### src/hdl/sicas_pkg.sv
// ----------------------------------------------------------------------------
// Sparse index check and scatter: shared definitions
// Widths, register indexes and the structs passed between the lanes, the
// check/state unit and the address pipeline.
// ----------------------------------------------------------------------------
`default_nettype none

package sicas_pkg;

  localparam int MAX_DIMS   = 4;
  localparam int COORD_BITS = 32;
  localparam int VALUE_BITS = 32;
  localparam int EXT_BITS   = 16;
  localparam int IDX_BITS   = 31;
  localparam int ADDR_BITS  = 64;
  localparam int DIM_BITS   = 3;
  localparam int CFG_IDX_W  = 3;
  localparam int CFG_DATA_W = 32;

  // Index value that means no entry has failed a check.
  localparam logic [IDX_BITS-1:0] NONE_INDEX = {IDX_BITS{1'b1}};

  typedef enum logic [CFG_IDX_W-1:0] {
    CFG_DIM_COUNT = 3'd0,
    CFG_EXTENT_0  = 3'd1,
    CFG_EXTENT_1  = 3'd2,
    CFG_EXTENT_2  = 3'd3,
    CFG_EXTENT_3  = 3'd4,
    CFG_BROADCAST = 3'd5,
    CFG_SCALAR    = 3'd6
  } sicas_cfg_idx_t;

  // What one lane finds for its coordinate.
  typedef struct packed {
    logic oob;
    logic eq;
    logic lt;
  } sicas_lane_res_t;

  // Check results and payload that travel with an entry down the pipeline.
  typedef struct packed {
    logic                  oob;
    logic                  dec;
    logic                  rep;
    logic [IDX_BITS-1:0]   bad_bounds;
    logic [IDX_BITS-1:0]   bad_order;
    logic [IDX_BITS-1:0]   bad_repeat;
    logic [VALUE_BITS-1:0] data;
  } sicas_side_t;

endpackage

`default_nettype wire

### src/hdl/sicas_addr.sv
// ----------------------------------------------------------------------------
// Sparse index check and scatter: address pipeline
// Row-major address built in Horner form, at most one extent multiply per stage,
// with the check results carried alongside. The last stage is the output.
// ----------------------------------------------------------------------------
`default_nettype none

module sicas_addr (
  input  logic                                                  clk,
  input  logic                                                  rst_n,
  input  logic                                                  enable,
  input  logic                                                  accept,
  input  logic [sicas_pkg::MAX_DIMS-1:0]                        used,
  input  logic [sicas_pkg::MAX_DIMS-1:0][sicas_pkg::EXT_BITS-1:0] extent,
  input  logic [sicas_pkg::MAX_DIMS-1:0][sicas_pkg::EXT_BITS-1:0] coords,
  input  sicas_pkg::sicas_side_t                                side,
  output logic                                                  out_valid,
  output sicas_pkg::sicas_side_t                                out_side,
  output logic [sicas_pkg::ADDR_BITS-1:0]                       out_addr
);
  import sicas_pkg::*;

  localparam int A2_BITS = 2 * EXT_BITS;
  localparam int A3_BITS = 3 * EXT_BITS;

  logic [3:0] v_r;
  sicas_side_t side1_r, side2_r, side3_r, side4_r;
  logic [MAX_DIMS-1:0][EXT_BITS-1:0] c1_r;
  logic [EXT_BITS-1:0] c2_2_r, c2_3_r, c3_3_r;
  logic [A2_BITS-1:0] acc2_r;
  logic [A3_BITS-1:0] acc3_r;
  logic [ADDR_BITS-1:0] acc4_r;
  logic [A2_BITS-1:0] acc2_nxt;
  logic [A3_BITS-1:0] acc3_nxt;
  logic [ADDR_BITS-1:0] acc4_nxt;

  always_comb begin
    acc2_nxt = used[1] ? c1_r[0] * extent[1] + A2_BITS'(c1_r[1])
                       : A2_BITS'(c1_r[0]);
    acc3_nxt = used[2] ? acc2_r * extent[2] + A3_BITS'(c2_2_r)
                       : A3_BITS'(acc2_r);
    acc4_nxt = used[3] ? acc3_r * extent[3] + ADDR_BITS'(c3_3_r)
                       : ADDR_BITS'(acc3_r);
    if (side3_r.oob) begin
      acc4_nxt = '0;
    end
  end

  always_ff @(posedge clk) begin
    if (!rst_n) begin
      v_r <= '0;
    end else if (enable) begin
      v_r <= {v_r[2:0], accept};
    end
  end

  always_ff @(posedge clk) begin
    if (enable) begin
      side1_r <= side;
      c1_r    <= coords;
      side2_r <= side1_r;
      acc2_r  <= acc2_nxt;
      c2_2_r  <= c1_r[2];
      c2_3_r  <= c1_r[3];
      side3_r <= side2_r;
      acc3_r  <= acc3_nxt;
      c3_3_r  <= c2_3_r;
      side4_r <= side3_r;
      acc4_r  <= acc4_nxt;
    end
  end

  assign out_valid = v_r[3];
  assign out_side  = side4_r;
  assign out_addr  = acc4_r;

endmodule

`default_nettype wire

### config.mk
export PLATFORM = sky130hd
export DESIGN_NAME = sicas_addr
export DESIGN_NICKNAME = d
export VERILOG_FILES = /design/src/hdl/sicas_pkg.sv /design/src/hdl/sicas_addr.sv
export SDC_FILE = /design/constraint.sdc
export NUM_CORES = 2
export LEC_CHECK = 0
export ABC_AREA = 1
export BUFFER_PORTS_ARGS = -buffer_cell sky130_fd_sc_hd__buf_2
export CORE_MARGIN = 3
export CORE_UTILIZATION = 50
export CTS_BUF_LIST = sky130_fd_sc_hd__clkbuf_8
export DETAILED_ROUTE_END_ITERATION = 6
export MAX_ROUTING_LAYER = met4
export PLACE_DENSITY = 0.74
export SLEW_MARGIN = 20
export SYNTH_ARGS = -nofsm -noshare
export SYNTH_HDL_FRONTEND = slang
export SYNTH_SLANG_ARGS = --single-unit
### constraint.sdc
create_clock -name clk -period 14.5 [get_ports clk]
set_input_delay 0 -clock clk [delete_from_list [all_inputs] [get_ports clk]]
set_output_delay 0 -clock clk [all_outputs]
set_load 0.01 [all_outputs]
==> summary.md <==
| Metric | Value |
|---|---|
| Dominant cells by area after synthesis | `fa_1 33%, edfxtp_1 29%, inv_1 12%, nand2_1 11%, ha_1 6.5%` |
| Total global routing overflow | `0` |
| CTS tree | `built` |
| Final hold violation count | `0` |
| WS Path Type | `register to register` |
| GRT Util Overall | `between 20% and 30%` |
| Failing checks | `design-rule violations` |
| Avg Inst Size Synth | `8.937 um^2` |
| Post-DRT Antenna Nets | `0` |
| Dpl ws | `7818 ps` |
| Final min period | `6813 ps` |
| Initial DRC Count | `4551` |
| Async S/R FF share, synth | `0%` |
| Top post-synthesis cells by count | `2628 x inv_1, 2426 x nand2_1, 1302 x fa_1, 768 x edfxtp_1, 414 x ha_1` |
| CTS sink cnt | `772` |
| Setup violators final | `0` |
| Setup bufs post-CTS | `0` |
| Vias | `59470` |
| Synth warnings | `0` |
| Core Area | `158600 um^2` |
| GP Congestion | `0.9841` |
| Critical Path RT | `15160 ps` |
| Post-synth net total | `10920` |
| Worst-Skew Late Latency | `roughly 900 ps` |
| Initial antenna violation count | `16` |
| Commonest register cell after synthesis | `edfxtp_1` |
| Number of port buffers | `439` |
| Die Wd | `405.8 um` |
| Outcome | `finished, violations left` |
| RSZ-0062 raised after global routing | `no` |
| Post-Syn Area | `79900 um^2` |
| Die height | `405.8 um` |
| Root Buffer Master | `clkbuf_8` |
| Final period utilization | `between 40% and 50%` |
| Top-count cell post-synth | `inv_1` |
| Synthesized flop and latch total | `772` |
| Max-cap violations | `0` |
| Drt pass-1 iters | `7` |
| Cell Chain, Critical Path | `nand2_1, fa_1, inv_1, fa_1, inv_1, fa_1, inv_1, fa_1, fa_1, inv_1, fa_1, inv_1, ha_1, nand2_1, nand2_1, a21oi_1, nand2_1, a21oi_1, nor2_1, nor2_1, a21oi_1, nor2_1` |
| Nets | `11530` |
| Max Fclk | `146.8 MHz` |
| CP max stage delay | `around 1100 ps` |
| Most used cell, CP | `fa_1` |
| Layout area overhead | `12.75%` |
| CTS HTree Levels | `3` |
| Post-synth top area share | `32.62%` |
| Setup crit start kind | `register` |
| Slowest CP cell | `edfxtp_1` |
| Final slew viol count | `0` |
| Full die area | `around 160000 um^2` |
| Sequential fraction of the synthesis area | `28.96%` |
| DRC Markers | `26` |
| Max clock buf depth | `3` |
| First-pass GRT wire length | `343900 um` |
| Normalized max-slew margin | `a little over a fifth` |
| Layout cell share with drive strength beyond 1 | `under 10%` |
| Clock Pin Slew Worst Setup and Hold Paths | `roughly 70 ps` |
| Slew at the pin closest to its max-slew limit | `about 1200 ps` |
| Crit-path max FO | `17` |
| Mapped Cells | `between 8000 and 9000` |
| HPWL Detailed | `155300 um` |
| Final worst setup slack | `7687 ps` |
| Final TNS setup | `0 ps` |
| IO Pins | `457` |
| HP Class | `primary input to register` |
| Num rows | `approximately 150` |
| Worst Setup End Kind | `register` |
| Overall routed net length | `~210000 um` |
| Initial Utilization | `around 50%` |
| Largest net degree at the start of global routing | `about 190` |
| Vias in the first global route | `around 64000` |
| Critical Path AT | `7470 ps` |
| Post-cts sizing count | `0` |
| Cell variety after synth | `41` |
| Drt wl/cell | `18.28 um` |
| Vias/cell | `between 5 and 6` |
| Yosys top cell by area | `fa_1` |
| Final Skew | `slightly above 90 ps` |
| Clock buffer count from CTS | `121` |
| Post-synth EDFFs | `~770` |
## final cells by class
type                       count  area, um^2
fill                       13500       68470
multi-input combinational   5157       45450
sequential                   772       23140
inverter                    2631        9876
timing repair buffer         865        6450
tap                         2072        2592
clock buffer                 129        1775
clock inverter                97       765.7
antenna                       16       40.04
## cells in the final DEF (no fill, tap or decap), drive strengths merged, types with 2 or more instances in the layout
| cell type | Yosys | layout |
|---|---|---|
| a21boi | 2 | 2 |
| a21oi | 184 | 184 |
| a31oi | 8 | 8 |
| and2 | 3 | 3 |
| buf | 29 | 470 |
| bufinv | 0 | 8 |
| clkbuf | 352 | 129 |
| clkinv | 1 | 44 |
| clkinvlp | 0 | 4 |
| dfxtp | 4 | 4 |
| diode | 0 | 16 |
| dlygate4sd3 | 0 | 395 |
| edfxtp | 768 | 768 |
| fa | 1302 | 1302 |
| ha | 414 | 414 |
| inv | 2630 | 2672 |
| nand2 | 2445 | 2445 |
| nand3 | 134 | 134 |
| nand3b | 6 | 6 |
| nand4 | 20 | 20 |
| nor2 | 388 | 388 |
| nor3 | 28 | 28 |
| o21a | 3 | 3 |
| o21ai | 142 | 142 |
| o21bai | 21 | 21 |
| o221ai | 2 | 2 |
| or2 | 9 | 9 |
| xnor2 | 28 | 28 |
| xor2 | 15 | 15 |
## worst paths after layout
| check | cells past startpoint | startpoint | to | slack, ps |
|---|---|---|---|---|
| setup reg to reg | 22 | acc3_r[42] | out_addr[60] | 7690 |
| hold / removal | 6 | extent[32] | acc3_r[0] | 170 |
| setup / recovery | 22 | acc3_r[42] | out_addr[60] | 7690 |
| hold reg to reg | 0 | side1_r[77] | side2_r[77] | 380 |
## flip-flops by register name, summed over array words and instances, names as in the netlist
signal / count
side1_r: 128
out_side: 128
c3_3_r: 16
v_r: 4
c2_3_r: 16
c1_r: 64
c2_2_r: 16
side2_r: 128
side3_r: 128
out_addr: 64
acc3_r: 48
acc2_r: 32
## critical path, delay by kind of cell, from the launching register on
kind            cells  cell delay [ps]
compound gates      3              640
flops               1             1140
simple gates        7             1050
fa+ha+maj           7             3500
buf+inv             5              250
## logic make-up (layout without fill, tap and decap cells)
logic type	count (synthesis)	in the layout	synth area share, %
AOI/OAI and AO/OA	364	364	2.419
xor gates and xnor gates	43	43	0.4714
adders and majority gates	1716	1716	39.10
buffers and inverters	3012	3722	14.15
DFF	772	772	28.96
other	0	16	0
and+or+nand+nor	3034	3034	14.89
## routing by layer
| layer | up-vias | part of all wire [%] | GRT usage (%) |
|---|---|---|---|
| met5 | - | 0 | - |
| li1 | 26990 | - | - |
| met2 | 2666 | 49 | 45.62 |
| met3 | 554 | 9.3 | 5.975 |
| met4 | 0 | 3.5 | 9.220 |
| met1 | 29260 | 38 | 33.52 |
## per-stage QoR
step	hold slack [ps]	area (um^2)	instances	utilization, %
floorplan	98.87	79900	8941	-
detailed placement	178.1	83520	11100	52.67
finish	165.9	90090	11740	56.82
global route	151.0	90090	11740	56.82
CTS	53.99	90010	11720	56.77
global placement	176.1	83520	11100	52.67
## repair_timing
action,in CTS,in global routing
setup endpoints to repair,0,0
hold buffers,395,0
endpoints found under the hold margin,380,0
Power is not shown: default switching activity piles up to over one toggle a cycle in this logic, so the estimate is an artifact.
