$ cat config.mk
export PLATFORM = sky130hd
export DESIGN_NAME = sicas_lane
export DESIGN_NICKNAME = d
export VERILOG_FILES = /design/src/hdl/sicas_pkg.sv /design/src/hdl/sicas_lane.sv
export SDC_FILE = /design/constraint.sdc
export NUM_CORES = 1
export LEC_CHECK = 0
export ABC_AREA = 1
export ABC_CLOCK_PERIOD_IN_PS = 4900
export CELL_PAD_IN_SITES_DETAIL_PLACEMENT = 1
export CELL_PAD_IN_SITES_GLOBAL_PLACEMENT = 1
export CORE_ASPECT_RATIO = 1.4
export CORE_MARGIN = 2
export CORE_UTILIZATION = 40
export DETAILED_ROUTE_END_ITERATION = 8
export DONT_BUFFER_PORTS = 1
export PLACE_DENSITY = 0.75
export SLEW_MARGIN = 5
export SYNTH_ARGS = -nofsm -noshare
export SYNTH_HDL_FRONTEND = slang
export SYNTH_SLANG_ARGS = --single-unit
$ cat constraint.sdc
create_clock -name vclk -period 4.9
set_clock_uncertainty 0.1 [all_clocks]
set_input_delay 1.47 -clock vclk [all_inputs]
set_output_delay 1.47 -clock vclk [all_outputs]
set_load 0.02 [all_outputs]
$ cat src/hdl/sicas_pkg.sv
// ----------------------------------------------------------------------------
// Sparse index check and scatter: shared definitions
// Widths, register indexes and the structs passed between the lanes, the
// check/state unit and the address pipeline.
// ----------------------------------------------------------------------------
`default_nettype none

package sicas_pkg;

  localparam int MAX_DIMS   = 4;
  localparam int COORD_BITS = 32;
  localparam int VALUE_BITS = 32;
  localparam int EXT_BITS   = 16;
  localparam int IDX_BITS   = 31;
  localparam int ADDR_BITS  = 64;
  localparam int DIM_BITS   = 3;
  localparam int CFG_IDX_W  = 3;
  localparam int CFG_DATA_W = 32;

  // Index value that means no entry has failed a check.
  localparam logic [IDX_BITS-1:0] NONE_INDEX = {IDX_BITS{1'b1}};

  typedef enum logic [CFG_IDX_W-1:0] {
    CFG_DIM_COUNT = 3'd0,
    CFG_EXTENT_0  = 3'd1,
    CFG_EXTENT_1  = 3'd2,
    CFG_EXTENT_2  = 3'd3,
    CFG_EXTENT_3  = 3'd4,
    CFG_BROADCAST = 3'd5,
    CFG_SCALAR    = 3'd6
  } sicas_cfg_idx_t;

  // What one lane finds for its coordinate.
  typedef struct packed {
    logic oob;
    logic eq;
    logic lt;
  } sicas_lane_res_t;

  // Check results and payload that travel with an entry down the pipeline.
  typedef struct packed {
    logic                  oob;
    logic                  dec;
    logic                  rep;
    logic [IDX_BITS-1:0]   bad_bounds;
    logic [IDX_BITS-1:0]   bad_order;
    logic [IDX_BITS-1:0]   bad_repeat;
    logic [VALUE_BITS-1:0] data;
  } sicas_side_t;

endpackage

`default_nettype wire

$ cat src/hdl/sicas_lane.sv
// ----------------------------------------------------------------------------
// Sparse index check and scatter: coordinate lane
// Bounds check of one coordinate and its signed compare with the previous entry.
// ----------------------------------------------------------------------------
`default_nettype none

module sicas_lane (
  input  logic [sicas_pkg::COORD_BITS-1:0] coord,
  input  logic [sicas_pkg::COORD_BITS-1:0] prev,
  input  logic [sicas_pkg::EXT_BITS-1:0]   extent,
  output sicas_pkg::sicas_lane_res_t       res
);
  import sicas_pkg::*;

  always_comb begin
    // A negative coordinate or one at or past the extent is out of bounds.
    res.oob = coord[COORD_BITS-1] ||
              (coord >= {{(COORD_BITS-EXT_BITS){1'b0}}, extent});
    res.eq  = (coord == prev);
    res.lt  = ($signed(coord) < $signed(prev));
  end

endmodule

`default_nettype wire

==> flow_summary.ini, run 1 <==
[place]
dp.cells = 252
port_buffers = 0
dpl.hpwl_um = 3370
routabilityCongestion = 0.7569

[finish]
final_nets = 343
flops_and_latches = 0
antenna_cells = 0
final_layout_size_suffix_gt1_share_pct = 3.286
synthToLayoutAreaGrowth_pct = 3.704
seq_area_um2 = 0
instances_no_fill = 252
nClkBuffers = 0

[critical_path]
worst_setup_path_end_kind = primary output
cp.arrival_ns = 2.60
crit_required_ns = 3.33
cp-start-kind = primary input
worstPathMaxFanout = 4
path_class = primary input to primary output

[clock_tree]
cts-hold-fix-buffers = 0
cts_setup_buffers = 0
cts_resized = 0

[timing]
rsz0062_at_grt = false
max_freq_ghz = 0.2395
setup_viol = 0
slew_headroom_pct = 77.94
tightest_slew_ns = 0.3279
drv_slew = 0
hold_viol_final = 0
whs_ns = 3.185
period_share_pct = 85.20
period_needed_ns = 4.175
fin_tns_setup_ns = 0

[die]
rows = 24
die_h_um = 71.91
core_um2 = 3123
pin_count = 83
die_area_um2 = 3775
start_util_pct = 42.19
die_w_um = 52.51

[synth]
netlist_top_cells_area = ha_1 46%, inv_1 17%, nand2_1 13%, a21oi_1 8.0%, nor2_1 3.1%
yosysTopAreaCellShare_pct = 45.58
synth.most_common_cell = inv_1
ys_seq_area_share_pct = 0
synthTopCellsByCount = 58 x inv_1, 48 x ha_1, 47 x nand2_1
synthCells = 213
syn_area_um2 = 1318
syn_area_per_cell_um2 = 6.186
synthesis.nets = 341
ys_warn_count = 0
yosysTopAreaCell = ha_1
synth_cell_types = 18

[worst_hold_path]
min-delay-path-class = primary input to primary output
whs_endpoint = res[2]
hold_path_depth = 4
worstHoldStart = coord[20]

[global_route]
grt_pass1_wl_um = 5623
grt_pass1_vias = 1546
grt-ovfl-total = 0
grt_max_degree = 5
track_usage_pct = 18.59
antenna_found_initial = 0

[pwr]
ir_worst_vdd_uv = 35.65
leakagePower_nw = 0.8804
p_per_area_nw_per_um2 = 72.02

[detailed_routing]
drc = 0
firstDrtPassIters = 4
drtIter0Drc = 9
vias = 1355
ant_nets = 0
wl_um = 3405
wl_per_cell_um = 13.51
via_per_inst = 5.377

[run_status]
status = finished clean

[run]
maxCapViolCount = 0
## critical path, cell delays in order
cell and delay, ns:
inv_1 0.02, ha_1 0.34, nand2_2 0.08, nor2_2 0.13, nand2_2 0.08, nor2_2 0.13, nand2_1 0.08, nand2_1 0.06
nand2_1 0.05, nand2_1 0.17
## cell type report
cell class	instances	area [µm²]
Tap cell	39	48.80
Fill cell	464	1757
Multi-Input combinational cell	155	1100
Inverter	58	217.7
## per-layer routing
layer  global-route usage (%)  part of all wire [%]  routed length, µm  up-vias
met4                    2.564                   1.5                 51        0
met5                        0                     0                  0        -
met1                    15.66                    31               1067      604
met2                    42.36                    60               2055       59
li1                         -                     -                  -      686
met3                    2.263                   6.8                231        6
## power breakdown
part | switching (mW) | internal [mW] | leakage, nW | total [mW]
Clock | 0 | 0 | 0 | 0
Combinational | 0.0565 | 0.0419 | 0.880 | 0.0984
Sequential | 0 | 0 | 0 | 0
Total | 0.0565 | 0.0419 | 0.880 | 0.0984
## logic make-up after synthesis
group           Yosys count  share of synthesized area (%)
compound gates           30                          12.25
buf+inv                  58                          16.52
fa+ha+maj                48                          45.58
simple gates             77                          25.64
## how the worst max path moves through the flow
stage,startpoint,end,depth (start not counted)
floorplan,prev[31],res[0],8
CTS,prev[31],res[0],10
finish,prev[31],res[0],10
global route,prev[11],res[0],12
detailed placement,prev[31],res[0],10
global placement,prev[11],res[0],12
## through the flow
stage               utilization [%]  total power, mW  area, µm²  setup slack (ns)
floorplan                         -          0.07713       1318            0.8568
CTS                           43.75           0.1013       1366            0.7108
detailed placement            43.75           0.1003       1366            0.7090
global placement              43.75          0.09153       1366            0.7408
finish                        43.75          0.09841       1366            0.7253
global route                  43.75           0.1184       1366            0.5381
## placed cells by master (no fill, tap or decap)
cell type	count
and3b_2	1
o21ai_0	5
nand3_1	4
a21oi_1	21
o211ai_1	1
a21o_1	1
nor4_1	4
nand2_2	2
a21oi_2	1
nand4_1	4
nor2_1	11
o21a_1	1
ha_1	48
inv_1	58
nor3_2	1
nor3_1	1
nand2_1	47
nor2_2	2
Note: power is estimated with default switching activity, not from simulation.
==> run 2: changes to the inputs <==
--- a/config.mk
+++ b/config.mk
@@ -11,10 +11,10 @@
 export CELL_PAD_IN_SITES_GLOBAL_PLACEMENT = 1
 export CORE_ASPECT_RATIO = 1.4
 export CORE_MARGIN = 2
-export CORE_UTILIZATION = 40
+export CORE_UTILIZATION = 25
 export DETAILED_ROUTE_END_ITERATION = 8
 export DONT_BUFFER_PORTS = 1
-export PLACE_DENSITY = 0.75
+export PLACE_DENSITY_LB_ADDON = 0.1
 export SLEW_MARGIN = 5
 export SYNTH_ARGS = -nofsm -noshare
 export SYNTH_HDL_FRONTEND = slang
==> flow_summary.ini, run 2 (synthesis results as in run 1) <==
[finish]
antenna_cells = 0
fill_cells = 698
multiInputGateArea_um2 = 1100
seq_area_um2 = 0
flops_and_latches = 0
synthToLayoutAreaGrowth_pct = 6.268
nClkBuffers = 0
final_nets = 343
final_layout_size_suffix_gt1_share_pct = 3.286
final_common_cell = inv_1
mostFrequentLayoutCells = 58 x inv_1, 48 x ha_1, 47 x nand2_1, 21 x a21oi_1, 11 x nor2_1
post-route-util_pct = 27.35

[pwr]
switchingPower_mw = 0.05367
leakagePower_nw = 0.8804
pwr-share-clk_pct = 0
combPwrFrac_pct = 100.0
power_mw = 0.09426
internal_power_mw = 0.04058
p_sw_share_pct = 56.94
p_per_area_nw_per_um2 = 67.32
p_seq_share_pct = 0
ir_worst_vdd_uv = 17.58

[run_status]
status = finished clean

[place]
dpl.hpwl_um = 3152
port_buffers = 0
place_ws_ns = 0.6938
routabilityCongestion = 0.6989

[critical_path]
cp.arrival_ns = 2.60
path_common_cell = nand2_1
cp-start-kind = primary input
crit_required_ns = 3.33
path_class = primary input to primary output
worstPathCellList = inv_1 > ha_1 > nand2_2 > nor2_2 > nand2_2 > nor2_2 > nand2_1 > nand2_1 > nand2_1 > nand2_1
worstPathMaxFanout = 4
cpMaxStageDelayCell = ha_1
worst_setup_path_end_kind = primary output
critical-path-max-stage-delay_ns = 0.34

[timing]
hold_viol_final = 0
slew_headroom_pct = 79.00
setup_viol = 0
fin_ws_ns = 0.7292
tightest_slew_ns = 0.3122
rsz0062_at_grt = false
drv_slew = 0
period_needed_ns = 4.171
fin_tns_setup_ns = 0
max_freq_ghz = 0.2398
period_share_pct = 85.12

[detailed_routing]
via_per_inst = 4.566
firstDrtPassIters = 2
drtIter0Drc = 8
wl_um = 3152
drc = 0
ant_nets = 0
vias = 1274
wl_per_cell_um = 11.30

[run]
maxCapViolCount = 0

[die]
die_area_um2 = 5875
pin_count = 83
core_um2 = 5120
rows = 31
start_util_pct = 25.73
die_w_um = 65.36
die_h_um = 89.90

[global_route]
grt_max_degree = 5
grt_pass1_wl_um = 5375
track_usage_pct = 10.74
grt_pass1_vias = 1405
antenna_found_initial = 0
grt-ovfl-total = 0

[worst_hold_path]
min-delay-path-class = primary input to primary output

[clock_tree]
cts_setup_buffers = 0
cts_resized = 0
cts-hold-fix-buffers = 0
==> run 2: cell counts in the layout (fill, tap and decap cells not counted) <==
Identical to the previous run, type by type.
==> run 2: worst paths after layout <==
kind	depth (start not counted)	slack [ns]	start	to
setup / recovery	10	0.73	prev[31]	res[0]
hold / removal	4	3.20	coord[20]	res[2]
==> run 2: worst max-delay path, delay by kind of cell <==
| kind | cells | cell delay (ns) |
|---|---|---|
| buffers and inverters | 1 | 0.02 |
| adders and majority gates | 1 | 0.34 |
| and+or+nand+nor | 8 | 0.77 |
==> run 2: metal layers <==
layer / share of wire [%] / vias up / track usage [%] / routed length [µm]
li1: - / 683 / - / -
met5: 0 / - / 0 / 0
met4: 0 / 0 / 0 / 0
met2: 55 / 43 / 22.45 / 1734
met1: 39 / 548 / 11.51 / 1231
met3: 5.9 / 0 / 1.377 / 186
==> run 2: per-stage QoR <==
stage | hold WS [ns] | instances | area, µm²
finish | 3.199 | 279 | 1400
detailed placement | 3.204 | 279 | 1400
global placement | 3.208 | 279 | 1400
floorplan | 3.126 | 213 | 1318
CTS | 3.203 | 279 | 1400
global route | 3.244 | 279 | 1400
==> run 2: layout make-up <==
| class | count | area share (%) |
|---|---|---|
| well taps | 66 | 5.898 |
| multi-input cells | 155 | 78.55 |
| inverters | 58 | 15.55 |
==> run 2: power groups by stage <==
stage               clock, mW  sequential [mW]  combinational (mW)
floorplan                   0                0              0.0771
global placement            0                0              0.0975
detailed placement          0                0              0.0979
CTS                         0                0              0.0986
global route                0                0               0.117
finish                      0                0              0.0943
