$ cat src/hdl/sicas_pkg.sv
// ----------------------------------------------------------------------------
// Sparse index check and scatter: shared definitions
// Widths, register indexes and the structs passed between the lanes, the
// check/state unit and the address pipeline.
// ----------------------------------------------------------------------------
`default_nettype none

package sicas_pkg;

  localparam int MAX_DIMS   = 4;
  localparam int COORD_BITS = 32;
  localparam int VALUE_BITS = 32;
  localparam int EXT_BITS   = 16;
  localparam int IDX_BITS   = 31;
  localparam int ADDR_BITS  = 64;
  localparam int DIM_BITS   = 3;
  localparam int CFG_IDX_W  = 3;
  localparam int CFG_DATA_W = 32;

  // Index value that means no entry has failed a check.
  localparam logic [IDX_BITS-1:0] NONE_INDEX = {IDX_BITS{1'b1}};

  typedef enum logic [CFG_IDX_W-1:0] {
    CFG_DIM_COUNT = 3'd0,
    CFG_EXTENT_0  = 3'd1,
    CFG_EXTENT_1  = 3'd2,
    CFG_EXTENT_2  = 3'd3,
    CFG_EXTENT_3  = 3'd4,
    CFG_BROADCAST = 3'd5,
    CFG_SCALAR    = 3'd6
  } sicas_cfg_idx_t;

  // What one lane finds for its coordinate.
  typedef struct packed {
    logic oob;
    logic eq;
    logic lt;
  } sicas_lane_res_t;

  // Check results and payload that travel with an entry down the pipeline.
  typedef struct packed {
    logic                  oob;
    logic                  dec;
    logic                  rep;
    logic [IDX_BITS-1:0]   bad_bounds;
    logic [IDX_BITS-1:0]   bad_order;
    logic [IDX_BITS-1:0]   bad_repeat;
    logic [VALUE_BITS-1:0] data;
  } sicas_side_t;

endpackage

`default_nettype wire

$ cat src/hdl/sicas_check.sv
// ----------------------------------------------------------------------------
// Sparse index check and scatter: check merge and set state
// Combines the lane results, keeps the entry counter, the first failure
// indexes and the previous coordinates.
// ----------------------------------------------------------------------------
`default_nettype none

module sicas_check (
  input  logic                                    clk,
  input  logic                                    rst_n,
  input  logic                                    accept,
  input  logic                                    first_entry,
  input  logic [sicas_pkg::MAX_DIMS-1:0]          used,
  input  logic [sicas_pkg::MAX_DIMS-1:0][sicas_pkg::COORD_BITS-1:0] coords,
  input  sicas_pkg::sicas_lane_res_t [sicas_pkg::MAX_DIMS-1:0]      lane_res,
  input  logic [sicas_pkg::VALUE_BITS-1:0]        data,
  output logic [sicas_pkg::MAX_DIMS-1:0][sicas_pkg::COORD_BITS-1:0] prev,
  output sicas_pkg::sicas_side_t                  side
);
  import sicas_pkg::*;

  logic [MAX_DIMS-1:0][COORD_BITS-1:0] prev_r;
  logic [IDX_BITS-1:0] cnt_r, cnt_nxt;
  logic [IDX_BITS-1:0] bnd_r, bnd_nxt;
  logic [IDX_BITS-1:0] ord_r, ord_nxt;
  logic [IDX_BITS-1:0] rep_r, rep_nxt;
  logic [IDX_BITS-1:0] idx;
  logic oob, dec, rep, differ;

  assign prev = prev_r;

  always_comb begin
    oob    = 1'b0;
    dec    = 1'b0;
    differ = 1'b0;
    rep    = !first_entry;
    for (int i = 0; i < MAX_DIMS; i++) begin
      if (used[i]) begin
        oob = oob | lane_res[i].oob;
        if (!first_entry && !lane_res[i].eq) begin
          rep = 1'b0;
          if (!differ && lane_res[i].lt) begin
            dec = 1'b1;
          end
          differ = 1'b1;
        end
      end
    end

    // A first entry restarts the count and the failure indexes.
    idx     = first_entry ? '0 : cnt_r;
    bnd_nxt = first_entry ? NONE_INDEX : bnd_r;
    ord_nxt = first_entry ? NONE_INDEX : ord_r;
    rep_nxt = first_entry ? NONE_INDEX : rep_r;
    if (oob && idx < bnd_nxt) begin
      bnd_nxt = idx;
    end
    if (dec && idx < ord_nxt) begin
      ord_nxt = idx;
    end
    if (rep && idx < rep_nxt) begin
      rep_nxt = idx;
    end
    cnt_nxt = (idx != NONE_INDEX) ? idx + 1'b1 : idx;

    side.oob        = oob;
    side.dec        = dec;
    side.rep        = rep;
    side.bad_bounds = bnd_nxt;
    side.bad_order  = ord_nxt;
    side.bad_repeat = rep_nxt;
    side.data       = oob ? '0 : data;
  end

  always_ff @(posedge clk) begin
    if (!rst_n) begin
      prev_r <= '0;
      cnt_r  <= '0;
      bnd_r  <= NONE_INDEX;
      ord_r  <= NONE_INDEX;
      rep_r  <= NONE_INDEX;
    end else if (accept) begin
      prev_r <= coords;
      cnt_r  <= cnt_nxt;
      bnd_r  <= bnd_nxt;
      ord_r  <= ord_nxt;
      rep_r  <= rep_nxt;
    end
  end

  // A recorded failure always lies behind the running count.
  a_bnd_behind: assert property (@(posedge clk) disable iff (!rst_n)
    bnd_r != NONE_INDEX |-> bnd_r < cnt_r) else $error("bounds index ahead of count");
  a_ord_behind: assert property (@(posedge clk) disable iff (!rst_n)
    ord_r != NONE_INDEX |-> ord_r < cnt_r) else $error("order index ahead of count");
  a_rep_behind: assert property (@(posedge clk) disable iff (!rst_n)
    rep_r != NONE_INDEX |-> rep_r < cnt_r) else $error("repeat index ahead of count");
  a_first_restart: assert property (@(posedge clk) disable iff (!rst_n)
    accept && first_entry |=> cnt_r == IDX_BITS'(1)) else $error("set did not restart");

endmodule

`default_nettype wire

$ cat config.mk
export PLATFORM = sky130hd
export DESIGN_NAME = sicas_check
export DESIGN_NICKNAME = d
export VERILOG_FILES = /design/src/hdl/sicas_pkg.sv /design/src/hdl/sicas_check.sv
export SDC_FILE = /design/constraint.sdc
export NUM_CORES = 1
export LEC_CHECK = 0
export ABC_AREA = 0
export BUFFER_PORTS_ARGS = -buffer_cell sky130_fd_sc_hd__buf_2
export CORE_AREA = 2 2 167 169
export CTS_CLUSTER_DIAMETER = 150
export DETAILED_ROUTE_END_ITERATION = 6
export DIE_AREA = 0 0 169 171
export PLACE_DENSITY = 0.8
export SYNTH_ARGS = -nofsm -noshare
export SYNTH_HDL_FRONTEND = slang
export SYNTH_SLANG_ARGS = --single-unit
export TNS_END_PERCENT = 5
$ cat constraint.sdc
create_clock -name clk -period 5.3 [get_ports clk]
set_input_delay 0.795 -clock clk [delete_from_list [all_inputs] [get_ports clk]]
set_output_delay 0.795 -clock clk [all_outputs]
set_load 0.01 [all_outputs]
==> metrics.log <==
INFO  metric run_status = completed
INFO  metric max_cap_violations = 0
INFO  metric filler_cell_count = 2,329
INFO  metric route.antenna.remaining_nets = 0
INFO  metric via_to_cell_ratio = 5.73
INFO  metric placed_instances = 2,344
INFO  metric critical_path.endpoint_type = output pin
INFO  metric floorplan.core_area = 27,300 um^2
INFO  metric most_area_hungry_cell_type_in_the_yosys_netlist = dfxtp_1
INFO  metric slew_headroom = 22.5%
INFO  metric final_nets = 2,300
INFO  metric post-dp-hpwl = 34,000 um
INFO  metric crit_chain = buf_4 -> clkinv_1 -> buf_12 -> nand2_1 -> inv_1 -> ha_1 -> a21o_1 -> a211oi_1 -> o21a_1 -> o211ai_1 -> a21oi_4 -> buf_4 -> nor3_1 -> a21oi_1 -> buf_2
INFO  metric yosys_most_used_dff = dfxtp_1
INFO  metric cts-hold-fix-buffers = 0
INFO  metric power_leakage = 8.86 nW
INFO  metric die_area = 28,900 um^2
INFO  metric sequential_fraction_of_the_synthesis_area = 36.2%
INFO  metric setup.worst_path.start_class = input port
INFO  metric clock_tree_from_tritoncts = yes
INFO  metric critical_path_buf_inv_count = 6
INFO  metric finalHoldViolCount = 0
INFO  metric detail_route.first_pass.iterations = 5
INFO  metric fin_crit = 5.09 ns
INFO  metric grt_antenna_before_repair = 2
INFO  metric most_frequently_used_cell_type_in_the_post_synthesis_netlist = dfxtp_1
INFO  metric synth.ff_latch_count = 252
INFO  metric finalCritPeriodShare = 96.1%
INFO  metric grt_pass1_vias = 12,953
INFO  metric netlist_area_before_placement = 13,900 um^2
INFO  metric post-route-drc-count = 0
INFO  metric reg2reg_setup_slack = 1.67 ns
INFO  metric synth_warnings = 0
INFO  metric vdd_ir_drop_max = 0.230 mV
INFO  metric post_dp_cell_area = 16,500 um^2
INFO  metric finalSetupTns = 0 ns
INFO  metric clock_latency_on_the_worst_skew_pair = 0.55 ns
INFO  metric avgSynthCellArea = 8.49 um^2
INFO  metric finalSetupViolCount = 0
INFO  metric grt_pass1_wl = 69,200 um
INFO  metric number_of_cts_inserted_buffers = 28
INFO  metric cpMostUsedCell = buf_4
INFO  metric fin_skew = 0.0178 ns
INFO  metric worstMarginPinSlew = 1.16 ns
INFO  metric synth_cell_type_count = 59
INFO  metric finalWirelength = 46,000 um
INFO  metric ys_async_sr_fraction = 0%
INFO  metric crit_fanout = 34
INFO  metric post-route-cell-area = 17,500 um^2
INFO  metric maximum_frequency_from_static_timing_analysis = 196 MHz
INFO  metric slew_violations = 0
INFO  metric timing.critical_path.max_delay_family = compound AO/OA/AOI/OAI gates
INFO  metric postSynthCellCount = 1,642
INFO  metric ctsHtreeMaxLevel = 1
INFO  metric tritoncts_num_sinks = 252
INFO  metric die-height = 171 um
INFO  metric syn_to_final_growth = 25.8%
INFO  metric routability_congestion_estimate = 0.919
INFO  metric pwr_density_cell = 281 nW/um^2
INFO  metric die_w = 169 um
INFO  metric initial_utilization = 51.0%
INFO  metric synth_edf_count = 0
INFO  metric detailroute.via_count = 13,752
INFO  metric timing.setup.critical_path_class = in -> out
INFO  metric clock_buffer_depth = 3
INFO  metric rows = 61
INFO  metric port_buffers = 435
INFO  metric final_cells = 2,400
INFO  metric synth.top_cells.by_area = dfxtp_1 36%, mux2i_1 9.2%, ha_1 8.2%
INFO  metric fraction_of_post_synthesis_cell_area_in_the_top_cell_type_by_area = 36.2%
INFO  metric drt-wirelength-per-cell = 19.2 um
INFO  metric synth_top_cells_by_count = 252 x dfxtp_1, 142 x nor2_1, 130 x nor2b_1
INFO  metric clkTransAtPathRegs = 0.06 ns
INFO  metric worst_hold_path_type = reg -> reg
INFO  metric whs = 0.492 ns
INFO  metric layout-drive-gt1-share = 28.1%
INFO  metric track_usage = 29.7%
INFO  metric grt_max_degree = 166
INFO  metric crit_required = 4.51 ns
INFO  metric io_pins = 436
INFO  metric cp.arrival = 4.30 ns
INFO  metric detail_route.iter0.violations = 1,339
INFO  metric crit_path_max_incr_delay = 0.61 ns
INFO  metric synthesis.nets = 1,913
INFO  metric crit_slowest_cell = a21oi_4
INFO  metric root_buffer = clkbuf_16
INFO  metric power.total = 4.92 mW
INFO  metric grt_remaining_overflow = 0
==> layout make-up <==
cell class	count	area, um^2	share of cell area (%)
antenna	3	7.51	0.0428
clock buffer	36	792	4.52
clock inverter	16	193	1.10
inverter	98	368	2.10
multi-input combinational	1172	8130	46.4
sequential	252	5040	28.8
tap	346	433	2.47
timing repair buffer	477	2570	14.7
==> tightest hold or removal path, cell delays in order, from the launching register on <==
cell and delay, ns:
dfxtp_1 0.33, nand2_1 0.05, a21boi_0 0.06
==> per-layer routing <==
metal  wire [um]  track usage (%)  vias up  part of all wire, %
met5          13                0        -                0.028
met4        2000             11.6        2                  4.3
met3        3610             6.50      126                  7.8
met2       22100             51.1      626                   48
met1       18200             36.4     6517                   40
li1            -                -     6481                    -
==> flip-flops by register name, summed over array words and instances, names as in the netlist <==
name and count:
bnd_r 31, prev 128, ord_r 31, cnt_r 31, rep_r 31
==> final timing paths <==
check                         start                endpoint  cells past startpoint
max                     first_entry               side[113]                     15
min           cnt_r[1]$_SDFFE_PN0P_   cnt_r[1]$_SDFFE_PN0P_                      2
max reg2reg  cnt_r[11]$_SDFFE_PN0P_  rep_r[21]$_SDFFE_PN1P_                     12
min reg2reg   cnt_r[1]$_SDFFE_PN0P_   cnt_r[1]$_SDFFE_PN0P_                      2
==> logic make-up (layout without fill, tap and decap cells) <==
family / count (synthesis) / after routing / share of synthesized area [%]
AOI/OAI and AO/OA: 261 / 262 / 12.9
xor gates and xnor gates: 22 / 22 / 1.38
adders and majority gates: 91 / 91 / 8.17
buffers and inverters: 219 / 627 / 5.99
DFF: 252 / 252 / 36.2
muxes: 159 / 159 / 11.7
other: 0 / 3 / 0
and+or+nand+nor: 638 / 638 / 23.7
==> stage by stage <==
stage,utilization [%],setup slack [ns]
after floorplan,-,0.425
after global placement,60.5,0.383
after detailed placement,60.5,0.255
after CTS,64.1,0.234
after global routing,64.2,-0.0310
final,64.2,0.206
==> report_power, final <==
group | internal (mW) | total (mW) | switching [mW]
logic | 0.338 | 0.787 | 0.449
registers | 2.00 | 2.07 | 0.0725
clock network | 1.25 | 2.07 | 0.816
==> cells in the final DEF (no fill, tap or decap), types with 18 or more instances in the layout <==
cell and n:
buf_2 432, dfxtp_1 252, nor2_1 141, nor2b_1 130, mux2i_1 128, nand2_1 126
a21oi_1 100, inv_1 97, ha_1 91, nor3_1 70, and2_1 54, buf_4 38
nand3b_1 32, a41oi_1 32, a2bb2oi_1 31, mux2_2 31, a32oi_1 30, clkbuf_16 29
o21ai_0 25, nand3_1 20, nand4_1 18
==> timing repair <==
action                     4_1_cts  5_1_grt
resized for setup                0        2
hold endpoints to repair         0        0
setup endpoints to repair        0       18
buffers inserted                 0        0
Power figures use the tool's default switching activity.
